<file path="src/rtl/mfte_pkg.sv">
// ----------------------------------------------------------------------------
// mfte_pkg
// Shared types, constants and helper functions of the Modbus frame encoder.
// ----------------------------------------------------------------------------
`timescale 1ns / 1ps
`default_nettype none

package mfte_pkg;

	localparam logic [15:0] CRC_INIT   = 16'hFFFF;
	localparam logic [15:0] CRC_POLY   = 16'hA001;
	localparam logic [7:0]  HEX_LETTER = 8'h37;
	localparam logic [7:0]  HEX_DIGIT  = 8'h30;
	localparam logic [7:0]  CHAR_CR    = 8'h0D;
	localparam logic [7:0]  CHAR_LF    = 8'h0A;
	localparam logic [7:0]  CHAR_COLON = 8'h3A;

	// Queue between front and back end
	localparam int QUEUE_DEPTH = 2;
	localparam int QPTR_W      = $clog2(QUEUE_DEPTH);
	localparam int QCNT_W      = $clog2(QUEUE_DEPTH + 1);

	// Configuration register map
	localparam int          PADDR_W        = 3;
	localparam logic        REG_ASCII_MODE = 1'b0;

	// One classified byte handed from the front end to the back end
	typedef struct packed {
		logic        ascii;   // ASCII framing for this byte
		logic        colon;   // lead the byte with ':'
		logic        last;    // append the trailer
		logic [7:0]  data;    // payload byte
		logic [15:0] check;   // RTU: CRC; ASCII: LRC in the low byte
	} job_t;

	// One CRC-16 update over a whole byte, LSB first
	function automatic logic [15:0] crc_update(input logic [15:0] crc, input logic [7:0] b);
		logic [15:0] c;
		c = crc ^ {8'h00, b};
		for (int i = 0; i < 8; i++) begin
			if (c[0]) begin
				c = (c >> 1) ^ CRC_POLY;
			end else begin
				c = c >> 1;
			end
		end
		return c;
	endfunction

	// Upper-case hex character of a nibble
	function automatic logic [7:0] hex_char(input logic [3:0] nib);
		logic [7:0] n;
		n = {4'h0, nib};
		return (nib > 4'd9) ? (n + HEX_LETTER) : (n + HEX_DIGIT);
	endfunction

endpackage

`default_nettype wire

</file>
<file path="src/rtl/mfte_front.sv">
// ----------------------------------------------------------------------------
// mfte_front
// Accepts payload bytes, keeps the running CRC-16 and LRC sum, and classifies
// each byte into a job for the back end.
// ----------------------------------------------------------------------------
`timescale 1ns / 1ps
`default_nettype none

module mfte_front
	import mfte_pkg::*;
(
	input  wire logic       clk,
	input  wire logic       arst_n,
	input  wire logic       ascii_mode,
	input  wire logic       in_valid,
	output logic            in_stall,
	input  wire logic [7:0] frame_byte,
	input  wire logic       frame_end,
	input  wire logic       q_full,
	output logic            q_push,
	output job_t            q_job
);

	logic [15:0] crc_q;
	logic [7:0]  lrc_q;
	logic        start_q;
	logic [15:0] crc_next;
	logic [7:0]  lrc_next;
	logic [7:0]  lrc_neg;

	// Stall while the queue has no room
	assign in_stall = q_full;
	assign q_push   = in_valid && !q_full;

	// Fold the new byte into both checks
	assign crc_next = crc_update(crc_q, frame_byte);
	assign lrc_next = lrc_q + frame_byte;
	assign lrc_neg  = 8'h00 - lrc_next;

	// Build the job word
	always_comb begin
		q_job.ascii = ascii_mode;
		q_job.colon = ascii_mode && start_q;
		q_job.last  = frame_end;
		q_job.data  = frame_byte;
		q_job.check = ascii_mode ? {8'h00, lrc_neg} : crc_next;
	end

	// Advance frame state; reset it after the last byte
	always_ff @(posedge clk or negedge arst_n) begin
		if (!arst_n) begin
			crc_q   <= CRC_INIT;
			lrc_q   <= 8'h00;
			start_q <= 1'b1;
		end else if (q_push) begin
			if (frame_end) begin
				crc_q   <= CRC_INIT;
				lrc_q   <= 8'h00;
				start_q <= 1'b1;
			end else begin
				crc_q   <= crc_next;
				lrc_q   <= lrc_next;
				start_q <= 1'b0;
			end
		end
	end

endmodule

`default_nettype wire

</file>
<file path="src/rtl/mfte_queue.sv">
// ----------------------------------------------------------------------------
// mfte_queue
// Short job queue between the front end and the back end.
// ----------------------------------------------------------------------------
`timescale 1ns / 1ps
`default_nettype none

module mfte_queue
	import mfte_pkg::*;
(
	input  wire logic clk,
	input  wire logic arst_n,
	input  wire logic push,
	input  wire job_t push_job,
	output logic      full,
	input  wire logic pop,
	output logic      head_valid,
	output job_t      head_job
);

	job_t               mem_q [QUEUE_DEPTH];
	logic [QPTR_W-1:0]  wr_ptr_q;
	logic [QPTR_W-1:0]  rd_ptr_q;
	logic [QCNT_W-1:0]  count_q;
	logic               do_push;
	logic               do_pop;

	assign full       = (count_q == QCNT_W'(QUEUE_DEPTH));
	assign head_valid = (count_q != '0);
	assign head_job   = mem_q[rd_ptr_q];
	assign do_push    = push && !full;
	assign do_pop     = pop && head_valid;

	// Store the pushed word
	always_ff @(posedge clk) begin
		if (do_push) begin
			mem_q[wr_ptr_q] <= push_job;
		end
	end

	// Advance pointers and fill count
	always_ff @(posedge clk or negedge arst_n) begin
		if (!arst_n) begin
			wr_ptr_q <= '0;
			rd_ptr_q <= '0;
			count_q  <= '0;
		end else begin
			if (do_push) begin
				wr_ptr_q <= (wr_ptr_q == QPTR_W'(QUEUE_DEPTH - 1)) ? '0 : wr_ptr_q + QPTR_W'(1);
			end
			if (do_pop) begin
				rd_ptr_q <= (rd_ptr_q == QPTR_W'(QUEUE_DEPTH - 1)) ? '0 : rd_ptr_q + QPTR_W'(1);
			end
			if (do_push && !do_pop) begin
				count_q <= count_q + QCNT_W'(1);
			end else if (do_pop && !do_push) begin
				count_q <= count_q - QCNT_W'(1);
			end
		end
	end

endmodule

`default_nettype wire

</file>
<file path="src/rtl/mfte_back.sv">
// ----------------------------------------------------------------------------
// mfte_back
// Steps through each job, emitting one line byte per cycle unless stalled,
// to an output register: data and CRC in RTU; ':', hex, LRC, CR, LF in ASCII.
// ----------------------------------------------------------------------------
`timescale 1ns / 1ps
`default_nettype none

module mfte_back
	import mfte_pkg::*;
(
	input  wire logic       clk,
	input  wire logic       arst_n,
	input  wire logic       q_valid,
	input  wire job_t       q_job,
	output logic            q_pop,
	output logic            out_valid,
	input  wire logic       out_stall,
	output logic [7:0]      line_byte,
	output logic            line_end
);

	// RTU steps
	localparam logic [2:0] RS_DATA   = 3'd0;
	localparam logic [2:0] RS_CRC_LO = 3'd1;
	localparam logic [2:0] RS_CRC_HI = 3'd2;
	// ASCII steps
	localparam logic [2:0] AS_COLON  = 3'd0;
	localparam logic [2:0] AS_HI     = 3'd1;
	localparam logic [2:0] AS_LO     = 3'd2;
	localparam logic [2:0] AS_LRC_HI = 3'd3;
	localparam logic [2:0] AS_LRC_LO = 3'd4;
	localparam logic [2:0] AS_CR     = 3'd5;
	localparam logic [2:0] AS_LF     = 3'd6;

	job_t       job_q;
	logic       busy_q;
	logic [2:0] step_q;
	logic       out_valid_q;
	logic [7:0] line_byte_q;
	logic       line_end_q;
	logic       out_load;
	logic       emit;
	logic       at_last;
	logic [2:0] last_step;
	logic [2:0] first_step;
	logic [7:0] byte_c;
	logic       end_c;

	assign out_valid = out_valid_q;
	assign line_byte = line_byte_q;
	assign line_end  = line_end_q;

	// Output register takes a word when empty or drained
	assign out_load = !out_valid_q || !out_stall;
	assign emit     = busy_q && out_load;

	// Step range of the current and the next job
	always_comb begin
		if (job_q.ascii) begin
			last_step = job_q.last ? AS_LF : AS_LO;
		end else begin
			last_step = job_q.last ? RS_CRC_HI : RS_DATA;
		end
		if (q_job.ascii) begin
			first_step = q_job.colon ? AS_COLON : AS_HI;
		end else begin
			first_step = RS_DATA;
		end
	end

	assign at_last = (step_q == last_step);
	assign q_pop   = q_valid && (!busy_q || (emit && at_last));

	// Decode the line byte of the current step
	always_comb begin
		byte_c = job_q.data;
		end_c  = 1'b0;
		if (job_q.ascii) begin
			unique case (step_q)
				AS_COLON:  byte_c = CHAR_COLON;
				AS_HI:     byte_c = hex_char(job_q.data[7:4]);
				AS_LO:     byte_c = hex_char(job_q.data[3:0]);
				AS_LRC_HI: byte_c = hex_char(job_q.check[7:4]);
				AS_LRC_LO: byte_c = hex_char(job_q.check[3:0]);
				AS_CR:     byte_c = CHAR_CR;
				AS_LF: begin
					byte_c = CHAR_LF;
					end_c  = 1'b1;
				end
				default:   byte_c = job_q.data;
			endcase
		end else begin
			unique case (step_q)
				RS_DATA:   byte_c = job_q.data;
				RS_CRC_LO: byte_c = job_q.check[7:0];
				RS_CRC_HI: begin
					byte_c = job_q.check[15:8];
					end_c  = 1'b1;
				end
				default:   byte_c = job_q.data;
			endcase
		end
	end

	// Hold the current job
	always_ff @(posedge clk) begin
		if (q_pop) begin
			job_q <= q_job;
		end
	end

	// Sequence steps; take the next job right after the last step
	always_ff @(posedge clk or negedge arst_n) begin
		if (!arst_n) begin
			busy_q <= 1'b0;
			step_q <= '0;
		end else if (q_pop) begin
			busy_q <= 1'b1;
			step_q <= first_step;
		end else if (emit) begin
			if (at_last) begin
				busy_q <= 1'b0;
			end else begin
				step_q <= step_q + 3'd1;
			end
		end
	end

	// Output register valid
	always_ff @(posedge clk or negedge arst_n) begin
		if (!arst_n) begin
			out_valid_q <= 1'b0;
		end else if (out_load) begin
			out_valid_q <= emit;
		end
	end

	// Output register payload
	always_ff @(posedge clk) begin
		if (emit) begin
			line_byte_q <= byte_c;
			line_end_q  <= end_c;
		end
	end

endmodule

`default_nettype wire

</file>
<file path="src/rtl/modbus_frame_trailer_encoder.sv">
// ----------------------------------------------------------------------------
// modbus_frame_trailer_encoder
// Modbus serial framer: RTU with CRC-16 or ASCII with LRC.
// ----------------------------------------------------------------------------
// Bytes of a frame enter on the in channel, frame_end marking the last one,
// and line bytes leave on the out channel, line_end marking the last byte of
// the frame. ascii_mode (APB register at address 0) selects RTU or ASCII and
// must be written only while the block is idle; the block itself does not
// enforce this. The back end emits one line byte per clock unless stalled: in
// RTU one line byte per byte and three on the last byte; in ASCII two line
// bytes per byte, one more on the first byte for the ':' and four more on the
// last for the LRC, CR and LF. The front end computes the CRC and LRC in the
// accept cycle and hands classified bytes to the back end through a two-entry
// queue, so input is taken while earlier bytes are still being sent; first
// output passes through the queue, the job register and the output register.
// ----------------------------------------------------------------------------
`timescale 1ns / 1ps
`default_nettype none

module modbus_frame_trailer_encoder
	import mfte_pkg::*;
(
	input  wire logic               clk,
	input  wire logic               arst_n,
	// Configuration port
	input  wire logic               psel,
	input  wire logic               penable,
	input  wire logic               pwrite,
	input  wire logic [PADDR_W-1:0] paddr,
	input  wire logic [31:0]        pwdata,
	output logic [31:0]             prdata,
	output logic                    pready,
	// Input words
	input  wire logic               in_valid,
	output logic                    in_stall,
	input  wire logic [7:0]         frame_byte,
	input  wire logic               frame_end,
	// Output words
	output logic                    out_valid,
	input  wire logic               out_stall,
	output logic [7:0]              line_byte,
	output logic                    line_end
);

	logic ascii_mode_q;
	logic reg_sel;
	logic q_full;
	logic q_push;
	job_t push_job;
	logic q_pop;
	logic q_valid;
	job_t head_job;

	// Register decode
	assign pready  = 1'b1;
	assign reg_sel = (paddr[2] == REG_ASCII_MODE);
	assign prdata  = reg_sel ? {31'h0, ascii_mode_q} : 32'h0;

	always_ff @(posedge clk or negedge arst_n) begin
		if (!arst_n) begin
			ascii_mode_q <= 1'b0;
		end else if (psel && penable && pwrite && reg_sel) begin
			ascii_mode_q <= pwdata[0];
		end
	end

	mfte_front u_front (
		.clk        (clk),
		.arst_n     (arst_n),
		.ascii_mode (ascii_mode_q),
		.in_valid   (in_valid),
		.in_stall   (in_stall),
		.frame_byte (frame_byte),
		.frame_end  (frame_end),
		.q_full     (q_full),
		.q_push     (q_push),
		.q_job      (push_job)
	);

	mfte_queue u_queue (
		.clk        (clk),
		.arst_n     (arst_n),
		.push       (q_push),
		.push_job   (push_job),
		.full       (q_full),
		.pop        (q_pop),
		.head_valid (q_valid),
		.head_job   (head_job)
	);

	mfte_back u_back (
		.clk       (clk),
		.arst_n    (arst_n),
		.q_valid   (q_valid),
		.q_job     (head_job),
		.q_pop     (q_pop),
		.out_valid (out_valid),
		.out_stall (out_stall),
		.line_byte (line_byte),
		.line_end  (line_end)
	);

endmodule

`default_nettype wire

</file>
<file path="config.mk">
export PLATFORM = sky130hd
export DESIGN_NAME = modbus_frame_trailer_encoder
export DESIGN_NICKNAME = d
export VERILOG_FILES = /design/src/rtl/mfte_pkg.sv /design/src/rtl/mfte_front.sv /design/src/rtl/mfte_queue.sv /design/src/rtl/mfte_back.sv /design/src/rtl/modbus_frame_trailer_encoder.sv
export SDC_FILE = /design/constraint.sdc
export NUM_CORES = 1
export LEC_CHECK = 0
export BUFFER_PORTS_ARGS = -buffer_cell sky130_fd_sc_hd__buf_2
export CAP_MARGIN = 15
export CORE_AREA = 4 4 111 113
export DETAILED_ROUTE_END_ITERATION = 10
export DIE_AREA = 0 0 115 117
export GPL_TIMING_DRIVEN = 0
export PLACE_DENSITY_LB_ADDON = 0.05
export SYNTH_ARGS = -nofsm -noshare
export SYNTH_HDL_FRONTEND = slang
export SYNTH_SLANG_ARGS = --single-unit
</file>
<file path="constraint.sdc">
create_clock -name clk -period 2.8 [get_ports clk]
set_clock_uncertainty 0.15 [all_clocks]
set_input_delay 0.14 -clock clk [delete_from_list [all_inputs] [get_ports clk]]
set_output_delay 0.14 -clock clk [all_outputs]
set_load 0.05 [all_outputs]
</file>
Word level (Yosys, flattened, before mapping). Memory sizes are Yosys's and may differ from the RTL's. Index checks and enable logic that the tools add are counted.

Word-level logic and storage cells: 122. Output and inout port bits: 44. RAM bits: 54. Input port bits: 51. Memories kept: 1. Flip-flop bits (word level): 70.

Memories: u_queue.mem_q (depth 2, bits a word 27, read ports 1, clocked after memory_dff 0, wr ports 1, RTL line mfte_queue.sv:21) `job_t mem_q [QUEUE_DEPTH];`.

Add/sub/neg operators: 15. $lt $le $gt $ge: 4. Bitwise operators: 10. Reductions and logical operators: 27. Equality and inequality tests: 9. Mux-type cells: 40.

Operators with widths (number): $mux W16 (10); $add A4 B6 Y7 const B (8); $pmux W8 S7 (1); $mux W8 (6); $not A2 Y3 (8); $mux W3 (6); $gt A4 B4 Y1 const B (4); $pmux W8 S2 (1); $xor A16 B8 Y16 (1); $mux W1 (13); $logic_and A1 B1 Y1 (12); $eq A3 B3 Y1 const B (3); $add A8 B8 Y8 (1); $reduce_bool A2 Y1 (4); $sub A1 B8 Y8 const A (1); $eq A3 B2 Y1 const B (2); $logic_not A1 Y1 (6); $mux W2 (3); $reduce_and A2 Y1 (2); $add A3 B1 Y3 const B (1); $eq A3 B1 Y1 const B (1); $eq A3 B3 Y1 (1); $logic_not A3 Y1 (1); $add A1 B1 Y1 const B (2); other kinds (6) (7).

Depth between registers and ports, before layout. Gate-level depths: netlist (run 1).

Depth in word-level cells: 18. Mapped depth: 10. Depth with buffers taken out: 9.

Cells and area by module. Synthesis (run 1) repeated with hierarchy kept, for this count alone.

Cell total of the unflattened synthesis: 557. Area, all modules: 6658.9 um^2.

By module, submodules not included: mfte_back (instances 1, seq. area each 1176.1 um^2, cells each 212, area an instance 2273.4 um^2); mfte_queue (instances 1, seq. area each 1721.7 um^2, cells each 103, area an instance 2248.4 um^2); mfte_front (instances 1, seq. area each 646.9 um^2, cells each 204, area an instance 1835.5 um^2); modbus_frame_trailer_encoder (instances 1, seq. area each 25.0 um^2, cells each 38, area an instance 301.5 um^2).

Worst setup path after synthesis (run 1). Ideal clock, no wire load.

Path kind: register to register. Start: register u_queue.count_q[0]. End: memory u_queue.mem_q[0][0] (netlist bit) (enable). Slack: 0.242 ns. Clock period less this slack: 2.558 ns. Required time: 2.239 ns. Setup time: 0.411 ns. Stages on the path, launching flop included: 5. Arrival time: 1.997 ns. Buffers on the path: 1. Path through: dfrtp_1 -> nand2b_1 -> nand2_1 -> clkbuf_1 -> nor2_1.

Word-level cells in the longest chain between the ends: 6.

RTL lines: from (decl) (RTL line mfte_queue.sv:24) `logic [QCNT_W-1:0] count_q;`; from (signal assigned) (RTL line mfte_queue.sv:55) `count_q <= count_q + QCNT_W'(1);`; from (signal assigned) (RTL line mfte_queue.sv:57) `count_q <= count_q - QCNT_W'(1);`; $eq A2 B2 Y1 (*) (RTL line mfte_queue.sv:28) `assign full = (count_q == QCNT_W'(QUEUE_DEPTH));`; $logic_not A1 Y1 (*) (RTL line mfte_front.sv:33, mfte_queue.sv:31); $logic_and A1 B1 Y1 (RTL line mfte_front.sv:33) `assign q_push = in_valid && !q_full;`; $logic_and A1 B1 Y1 (*) (RTL line mfte_queue.sv:31) `assign do_push = push && !full;`; $mux W1 (*) (RTL line mfte_queue.sv:36) `if (do_push) begin`; $mux W1 (implied by the code) (*) (RTL line mfte_queue.sv:37) `mem_q[wr_ptr_q] <= push_job;`; to (decl) (RTL line mfte_queue.sv:21).

Every way passes the cells marked *; elsewhere a longest branch is shown, timed or not.

==> results.md, run 1 <==
- Crit path time final: 2.67 ns
- RR Endpoint: u_queue.mem_q[0][0]
- Worst-Margin Slew: just under 0.9 ns
- Reg2reg path depth: 6
- Worst reg2reg setup slack: 0.13 ns
- RR Startpoint: u_front.crc_q[0]
- Chip Height: about 120 um
- Synth Instances: 531
- Layout Utilization: between 60% and 70%
- Top cells by area, synth: edfxtp_1 (42%), dfrtp_1 (7.1%), dfstp_2 (7.0%), mux2_2 (5.3%), ha_1 (4.3%)
- Place WS: -0.271 ns
- Drt wl/cell: 17.5 um
- Synth top area share: 42.1%
- CP endpoint kind: register
- CTS max path bufs: 2
- Total power: just under 10 mW
- Area leader, netlist: edfxtp_1
- Worst Setup SP: u_front.crc_q[0]
- Slowest CP cell: dfstp_2
- CTS tree: built
- Met2 Use GR: 37.6%
- Initial Utilization: about 56%
- Core box area: 11300 um2
- Layout cell share with drive strength beyond 1: 24.6%
- Number of antenna violations at the first check in global routing: 0
- Post-synth EDFFs: between 80 and 90
- RSZ-0062 raised after global routing: no
- Type of origin of the critical path: register
- Unique cell type count in the Yosys netlist: 56
- Initial DRC Count: around 200
- Clock Latency Late Sink: 0.41 ns
- Met3 Usage GRT: between 5 and 6%
- Total CTS buffers: 17
- Final worst-path cycle share: between 90% and 100%
- Via count: approximately 4200
- Commonest non-fill, non-tap cell in the layout: edfxtp_1
- GRT overflow: 0
- Endpoints failing hold: 0
- DR vias/cell: 5.41
- Worst setup margin: 0.132 ns
- Area of the mapped netlist: between 6000 and 7000 um2
- Slew HR: 40.9%
- Pwr Density: 1280 nW/um2
- Vias in the first global route: 4278
- Clk sinks: 124
- FP Rows: 39
- Final setup viols: 0
- RePlAce Congestion: 0.877
- DP Cell Count: 735
- Final ANT Viol Nets: 0
- Layout Nets: 703
- Finished Cell Area: between 7000 and 8000 um2
- Most frequent cells in the layout: edfxtp_1 (89), nand2_1 (37), nor2_1 (37), buf_4 (36)
- Status: finished clean
- Total track usage: 21.4%
- Max Slew Vio Count: 0
- Synth Area per Inst: roughly 12 um2
- CP peak stage delay: between 0.5 and 0.6 ns
- Fmax: 375 MHz
- Area growth, synth to finish: 20.8%
- FF+latch count, synth: between 100 and 150
- Critical path arrival: 2.64 ns
- First-pass GRT wire length: 21500 um
- Met1 Use GR: 24.8%
- Peak supply drop: between 0.0007 and 0.0008 V
- Post-DP HPWL: 9960 um
- Port bufs: 29
- Largest net degree at the start of global routing: 36
- Async set or reset register ratio after synthesis: 28.2%
- Final non-filler cell total: 785
- Reg clk slew, reported paths: 0.06 ns
- Post-DP Area: 6830 um2
- Worst path cell trace: xor2_2, xnor3_1, xor3_1, xnor2_2, xor2_1, o21ai_1
- Crit path to: u_queue.mem_q[0][0]
- Pre-Repair DR Iteration Count: 4
- Die width: 115 um
- WP data required: 2.77 ns
- Max-cap violations: 0
- Top_reg_cell synth: edfxtp_1
- Die area: 13500 um2
- Hold WC Path Type: in2reg
- P_leak: 3.08 nW
- Min-delay src: frame_byte[0]
- Root Buffer: clkbuf_16
- Worst setup path category: reg2reg
- Routed WL: 13800 um
- Number of I/O pins: between 90 and 100
- Diode count: 0
- GRT Max-Usage Layer: met2
- DR DRC count: 0
- Post-synthesis sequential area ratio: 56.2%
- YS warnings: 0
- H-tree Lvls: 4
- Crit-path max FO: 3
layer usage:
metal  share of wire, %  up-vias
li1                   -     2075
met1                 42     2048
met2                 52      103
met3                4.0       19
met4                2.2        0
met5                  0        -
worst min-delay path by stage:
stage | endpoint | slack (ns) | cells past startpoint
final | u_front.crc_q[6] | 0.15 | 4
after detailed placement | u_back.out_valid | 0.13 | 1
after floorplan | ascii_mode_q | -0.31 | 0
after global routing | u_front.crc_q[6] | 0.14 | 4
after global placement | u_back.step_q[1] | 0.11 | 1
after CTS | u_front.crc_q[6] | 0.14 | 4
worst max-delay path, delay by kind of cell (launching register included):
family	cells	cell delay, ns
AO/OA/AOI/OAI	1	0.15
XOR/XNOR	5	1.53
flip-flops	1	0.55
final cells by class:
class                   instances  area [um2]
fillers                       859        3650
flip-flops and latches        124        3570
multi-input cells             364        2530
clock buffers                  20         447
repair buffers                 48         348
plain buffers                  49         305
clock inverters                12         194
well taps                     143         179
inverters                      24        93.8
repair inverters                1        7.51
flip-flops by register name, indices dropped and copies added (netlist names), 2 cells and up:
signal	cells
u_queue.count_q	2
u_front.crc_q	16
u_front.lrc_q	8
u_back.line_byte	8
u_back.step_q	3
u_queue.mem_q	54
u_back.job_q	26
cell usage after synthesis (all sizes together), types with 4 or more instances:
| library cell | number |
|---|---|
| mux2 | 30 |
| nor2 | 38 |
| buf | 34 |
| a21o | 5 |
| o21ai | 31 |
| inv | 23 |
| a22oi | 4 |
| a21boi | 7 |
| a221oi | 4 |
| nor2b | 6 |
| edfxtp | 89 |
| nand2 | 37 |
| a22o | 6 |
| ha | 22 |
| xnor2 | 30 |
| a21oi | 33 |
| dfrtp | 18 |
| a221o | 4 |
| o211ai | 5 |
| a31oi | 5 |
| nand3 | 4 |
| dfstp | 17 |
| a211oi | 7 |
| xor2 | 7 |
| and2 | 5 |
| clkbuf | 15 |
through the flow:
stage / TNS (ns) / hold slack (ns)
detailed placement: -7.06 / 0.131
global placement: -20.41 / 0.114
floorplan: 0 / -0.306
finish: 0 / 0.148
CTS: 0 / 0.136
global route: 0 / 0.139
where the power goes:
group / internal, mW / total [mW] / switching, mW
combinational: 1.62 / 4.13 / 2.51
sequential: 3.01 / 3.34 / 0.334
clock: 1.60 / 2.37 / 0.776
total: 6.22 / 9.85 / 3.62
cells by family after synthesis:
logic type / synth area share, %
and+or+nand+nor: 7.55
other: 0.118
xor gates and xnor gates: 6.19
muxes: 5.79
DFF: 56.2
adders and majority gates: 4.65
buffers and inverters: 6.23
AOI/OAI and AO/OA: 13.3
repair_timing:
item | 4_1_cts | 5_1_grt
setup endpoints to repair | 28 | 32
hold endpoints to repair | 38 | 0
resized for setup | 5 | 6
setup buffers | 3 | 1
cloned | 1 | 0
pin swaps | 0 | 4
hold buffers | 13 | 0
(Power assumes the default switching activity.)
==> run 2, diff against run 1 <==
--- a/config.mk
+++ b/config.mk
@@ -7,11 +7,14 @@
 export LEC_CHECK = 0
 export BUFFER_PORTS_ARGS = -buffer_cell sky130_fd_sc_hd__buf_2
 export CAP_MARGIN = 15
-export CORE_AREA = 4 4 111 113
+export CELL_PAD_IN_SITES_DETAIL_PLACEMENT = 0
+export CELL_PAD_IN_SITES_GLOBAL_PLACEMENT = 1
+export CORE_AREA = 4 4 123 125
 export DETAILED_ROUTE_END_ITERATION = 10
-export DIE_AREA = 0 0 115 117
+export DIE_AREA = 0 0 127 129
 export GPL_TIMING_DRIVEN = 0
 export PLACE_DENSITY_LB_ADDON = 0.05
+export SETUP_SLACK_MARGIN = 0.4
 export SYNTH_ARGS = -nofsm -noshare
 export SYNTH_HDL_FRONTEND = slang
 export SYNTH_SLANG_ARGS = --single-unit
==> run 2 against run 1 <==
Final area grew 3.8%. Non-clock buffer count up 11. First-iteration DRC count grew 52%. Sequential share of layout area down 1.7 points. Worst hold slack worse by 0.011 ns. Global-route usage shrank 3.9 points. Cell count up 6.0%. Largest cell class unchanged. Sequential power hardly changed. Highest routed layer unchanged. Via count increased by 0.35%. Largest power group unchanged.
==> results.md, run 2 (synthesis results as in run 1) <==
- Via count: 4260
- Crit-path max FO: 2
- Core box area: 13900 um2
- Reg clk slew, reported paths: 0.05 ns
- Vias in the first global route: 4405
- Commonest non-fill, non-tap cell in the layout: edfxtp_1
- Number of I/O pins: 95
- WP data required: about 2.8 ns
- Initial DRC Count: 306
- Hold WC Path Type: in2reg
- Most flops, register: u_queue.mem_q
- Fmax: 397 MHz
- Final setup viols: 0
- Diode count: 0
- Routed WL: 13700 um
- Place WS: -0.00503 ns
- Most frequent cells in the layout: edfxtp_1 (89), buf_4 (47), nand2_1 (36), nor2_1 (35), conb_1 (32)
- RSZ-0062 raised after global routing: yes
- Crit path time final: between 2 and 3 ns
- Layout cell share with drive strength beyond 1: 31.6%
- Peak supply drop: 0.000581 V
- P_leak: 3.15 nW
- Worst setup margin: 0.282 ns
- Clk sinks: 124
- Type of origin of the critical path: register
- DR vias/cell: 5.12
- Worst reg2reg setup slack: 0.28 ns
- Drt wl/cell: between 15 and 20 um
- Slew HR: 45.8%
- Initial Utilization: between 40% and 50%
- DP Cell Count: 772
- Largest net degree at the start of global routing: 36
- Layout Nets: just over 700
- Number of antenna violations at the first check in global routing: 0
- Total CTS buffers: 17
- Root Buffer: clkbuf_16
- DR DRC count: 0
- Status: finished clean
- Endpoints failing hold: 0
- Pre-Repair DR Iteration Count: 4
- CP endpoint kind: register
- Post-DP HPWL: 9930 um
- Largest registers: u_queue.mem_q x54, u_back.job_q x26, u_front.crc_q x16
- Total power: between 10 and 15 mW
- CTS max path bufs: 2
- H-tree Lvls: 4
- Max-cap violations: 0
- CTS tree: built
- Worst-Margin Slew: between 0.8 and 0.9 ns
- Max Slew Vio Count: 0
- Final worst-path cycle share: 89.9%
- Die area: between 15000 and 20000 um2
- # fillers: 1169
- First-pass GRT wire length: 22300 um
- Worst setup path category: reg2reg
- Critical path arrival: 2.49 ns
- Total track usage: about 17%
- Final ANT Viol Nets: 0
- Die width: 127 um
- Chip Height: ~130 um
- Area growth, synth to finish: 25.5%
- Hold_ws: 0.137 ns
- Clock Latency Late Sink: approximately 0.40 ns
- GRT overflow: 0
- Setup_tns: 0 ns
- Pwr Density: 1300 nW/um2
- FP Rows: 43
- Port bufs: 29
- Max reg flops: 54
- RePlAce Congestion: 0.873
- Final non-filler cell total: 832
## run 2: cell types whose count changed in the layout (fill, tap and decap cells not counted), moves of 4 or more
cell,delta
buf_4,+11
o21ai_0,-5
o21ai_2,+5
bufinv_16,-4
clkbuf_2,+4
ha_1,-4
## run 2: worst paths after layout
kind,startpoint,endpoint,cells after the start
max reg2reg,u_front.crc_q[0],u_queue.mem_q[1][0],6
max in group asynchronous,arst_n,u_back.step_q[2],2
min,frame_byte[3],u_front.crc_q[10],4
max,u_front.crc_q[0],u_queue.mem_q[1][0],6
min reg2reg,u_front.crc_q[2],u_front.crc_q[2],2
min in group asynchronous,arst_n,u_back.step_q[1],2
## run 2: per-layer routing
layer  global-route usage, %  vias up  part of all wire [%]
met3                    3.53       20                   3.5
met2                    31.5       94                    53
met5                       0        -                     0
met1                    20.3     2053                    42
li1                        -     2093                     -
met4                    7.38        0                   2.1
## run 2: stage by stage
step	utilization (%)	area [um2]
2_1_floorplan	-	6510
3_3_place_gp	49.5	6880
3_5_place_dp	49.8	6910
4_1_cts	56.4	7830
5_1_grt	57.4	7970
6_report	57.4	7970
## run 2: worst max-delay path, stage by stage (launching register included)
cell and delay (ns):
dfstp_2 0.57, xor2_4 0.18, xnor3_1 0.42, xor3_2 0.30, xnor2_4 0.27, xor2_2 0.23, o21ai_2 0.11
## run 2: final cells by class
| type | count | area (um2) | area share, % |
|---|---|---|---|
| clock inverters | 7 | 63.8 | 0.801 |
| flip-flops and latches | 124 | 3570 | 44.8 |
| plain buffers | 49 | 312 | 3.91 |
| clock buffers | 25 | 485 | 6.09 |
| repair buffers | 59 | 418 | 5.25 |
| multi-input cells | 364 | 2790 | 35.1 |
| inverters | 24 | 96.3 | 1.21 |
| well taps | 180 | 225 | 2.83 |
## run 2: what timing repair did
item | 4_1_cts | 5_1_grt
pin swaps | 15 | 6
hold buffers | 13 | 0
cloned | 0 | 0
resized for setup | 33 | 34
setup endpoints to repair | 45 | 61
buffers inserted | 11 | 4
hold endpoints to repair | 38 | 0
## run 2: report_power, final
part           total, mW  internal [mW]  switching, mW
Combinational       4.97           2.14           2.83
Sequential          3.37           3.01          0.361
Clock               2.00           1.28          0.722
Total               10.4           6.44           3.91
==> run 3, diff against run 2 <==
--- a/config.mk
+++ b/config.mk
@@ -9,12 +9,12 @@
 export CAP_MARGIN = 15
 export CELL_PAD_IN_SITES_DETAIL_PLACEMENT = 0
 export CELL_PAD_IN_SITES_GLOBAL_PLACEMENT = 1
-export CORE_AREA = 4 4 123 125
+export CORE_AREA = 2 2 121 123
 export DETAILED_ROUTE_END_ITERATION = 10
-export DIE_AREA = 0 0 127 129
+export DIE_AREA = 0 0 123 125
 export GPL_TIMING_DRIVEN = 0
 export PLACE_DENSITY_LB_ADDON = 0.05
-export SETUP_SLACK_MARGIN = 0.4
+export SETUP_SLACK_MARGIN = 0.15
 export SYNTH_ARGS = -nofsm -noshare
 export SYNTH_HDL_FRONTEND = slang
 export SYNTH_SLANG_ARGS = --single-unit
==> run 3 against run 2 <==
Non-clock buffer count fell by 9. Final area fell by 3.5%. Cell count shrank 0.48%. Largest cell class unchanged. First-iteration DRC count decreased by 19%.
==> results.md, run 3 (synthesis results as in run 1) <==
- Status: finished clean
- Initial DRC Count: around 250
- Post-DP HPWL: 9660 um
- Drt wl/cell: 16.2 um
- Layout cell share with drive strength beyond 1: 26.2%
- Crit path time final: 2.56 ns
- H-tree Lvls: 4
- Worst setup path category: in2reg
- Hold WC Path Type: in2reg
- Max reg flops: 54
- Diode count: 0
- Commonest non-fill, non-tap cell in the layout: edfxtp_1
- Number of antenna violations at the first check in global routing: 0
- Root Buffer: clkbuf_16
- CTS max path bufs: 2
- Port bufs: 29
- Post-DP Area: 6870 um2
- Clock share of power: 19.4%
- DR vias/cell: approximately 5
- Total CTS buffers: 17
- Vias in the first global route: 4305
- First-pass GRT wire length: 21800 um
- Reg clk slew, reported paths: 0.05 ns
- P_leak: 3.04 nW
- Slew HR: 44.0%
- Net Sw Power: about 3.7 mW
- Most frequent cells in the layout: edfxtp_1 (89), buf_4 (38), nand2_1 (37), nor2_1 (36)
- DR DRC count: 0
- Clk sinks: 124
- RePlAce Congestion: slightly below 0.9
- Core box area: 14200 um2
- Pwr Density: 1260 nW/um2
- Die width: 123 um
- CTS tree: built
- Largest registers: u_queue.mem_q x54, u_back.job_q x26, u_front.crc_q x16
- Layout Utilization: 54.1%
- CP endpoint kind: register
- Routed WL: 13400 um
- Combinational Power Share: between 40% and 50%
- Final ANT Viol Nets: 0
- RSZ-0062 raised after global routing: yes
- Max Slew Vio Count: 0
- Sw Ratio: 38.1%
- Max-cap violations: 0
- Via count: ~4300
- Clock Latency Late Sink: between 0.4 and 0.5 ns
- Endpoints failing hold: 0
- Reg power frac: 34.5%
- Critical path arrival: 2.53 ns
- Area growth, synth to finish: 21.1%
- Type of origin of the critical path: input pin
- Peak supply drop: about 0.00059 V
- Most flops, register: u_queue.mem_q
- Chip Height: roughly 130 um
- Layout Nets: 705
- WP data required: 2.77 ns
- Pre-Repair DR Iteration Count: 5
- Initial Utilization: 44.7%
- Number of I/O pins: 95
- Finished Cell Area: 7690 um2
- Total track usage: 18.7%
- Final setup viols: 0
- Crit-path max FO: 6
- Worst setup margin: 0.239 ns
- GRT overflow: 0
- FP Rows: 44
- Internal: 6.00 mW
- Place WS: -0.208 ns
- Worst-Margin Slew: between 0.8 and 0.9 ns
- Die area: around 15000 um2
- Largest net degree at the start of global routing: 36
- Final worst-path cycle share: between 90% and 100%
- Fmax: roughly 400 MHz
## run 3: worst paths after layout
| check | to | slack (ns) | cells after the start | startpoint |
|---|---|---|---|---|
| min reg2reg | u_front.crc_q[3] | 0.31 | 2 | u_front.crc_q[3] |
| max | u_queue.mem_q[0][6] | 0.24 | 9 | frame_byte[3] |
| min in group asynchronous | u_back.step_q[1] | 0.22 | 2 | arst_n |
| min | u_front.crc_q[6] | 0.14 | 4 | frame_byte[0] |
| max reg2reg | u_back.line_byte[6] | 0.26 | 8 | u_back.step_q[1] |
| max in group asynchronous | u_front.lrc_q[7] | 1.74 | 2 | arst_n |
## run 3: power groups by stage
| stage | Sequential (mW) | Clock, mW | Combinational (mW) |
|---|---|---|---|
| floorplan | 3.50 | 0 | 2.81 |
| global placement | 3.35 | 0 | 3.90 |
| detailed placement | 3.36 | 0 | 3.96 |
| CTS | 3.34 | 1.92 | 4.20 |
| global route | 3.42 | 2.01 | 4.91 |
| finish | 3.34 | 1.88 | 4.46 |
## run 3: final cells by class
class                           instances  area, um2
Tap cell                              184        230
Clock buffer                           28        487
Buffer                                 49        307
Clock inverter                          4       20.0
Inverter                               24       93.8
Sequential cell                       124       3570
Timing Repair inverter                  1       7.51
Timing Repair Buffer                   50        350
Multi-Input combinational cell        364       2630
Fill cell                            1246       6510
## run 3: per-layer routing
metal / vias up / share of wire, % / GRT usage [%]
met4: 0 / 2.9 / 8.56
met5: - / 0 / 0
li1: 2077 / - / -
met1: 2039 / 43 / 22.9
met2: 109 / 50 / 31.1
met3: 26 / 3.8 / 4.24
## run 3: repair_timing
| item | 4_1_cts | 5_1_grt |
|---|---|---|
| gates cloned | 1 | 0 |
| resized for setup | 12 | 23 |
| pin swaps | 4 | 9 |
| hold buffers | 13 | 0 |
| endpoints found under the hold margin | 38 | 0 |
| setup endpoints to repair | 35 | 40 |
| setup buffers | 6 | 0 |
## run 3: worst max-delay path, stage by stage
cell           delay [ns]
dlygate4sd3_1        0.52
buf_2                0.15
ha_1                 0.38
a21o_1               0.22
a21oi_1              0.28
a31oi_2              0.20
a211oi_2             0.28
xor2_1               0.21
mux2i_1              0.14
## run 3: through the flow
step	hold slack, ns	power, mW	TNS [ns]	instances
6_report	0.145	9.69	0	828
5_1_grt	0.178	10.3	0	828
3_5_place_dp	0.140	7.32	-5.57	776
2_1_floorplan	-0.306	6.31	0	561
4_1_cts	0.126	9.46	0	828
3_3_place_gp	0.121	7.25	-20.74	774
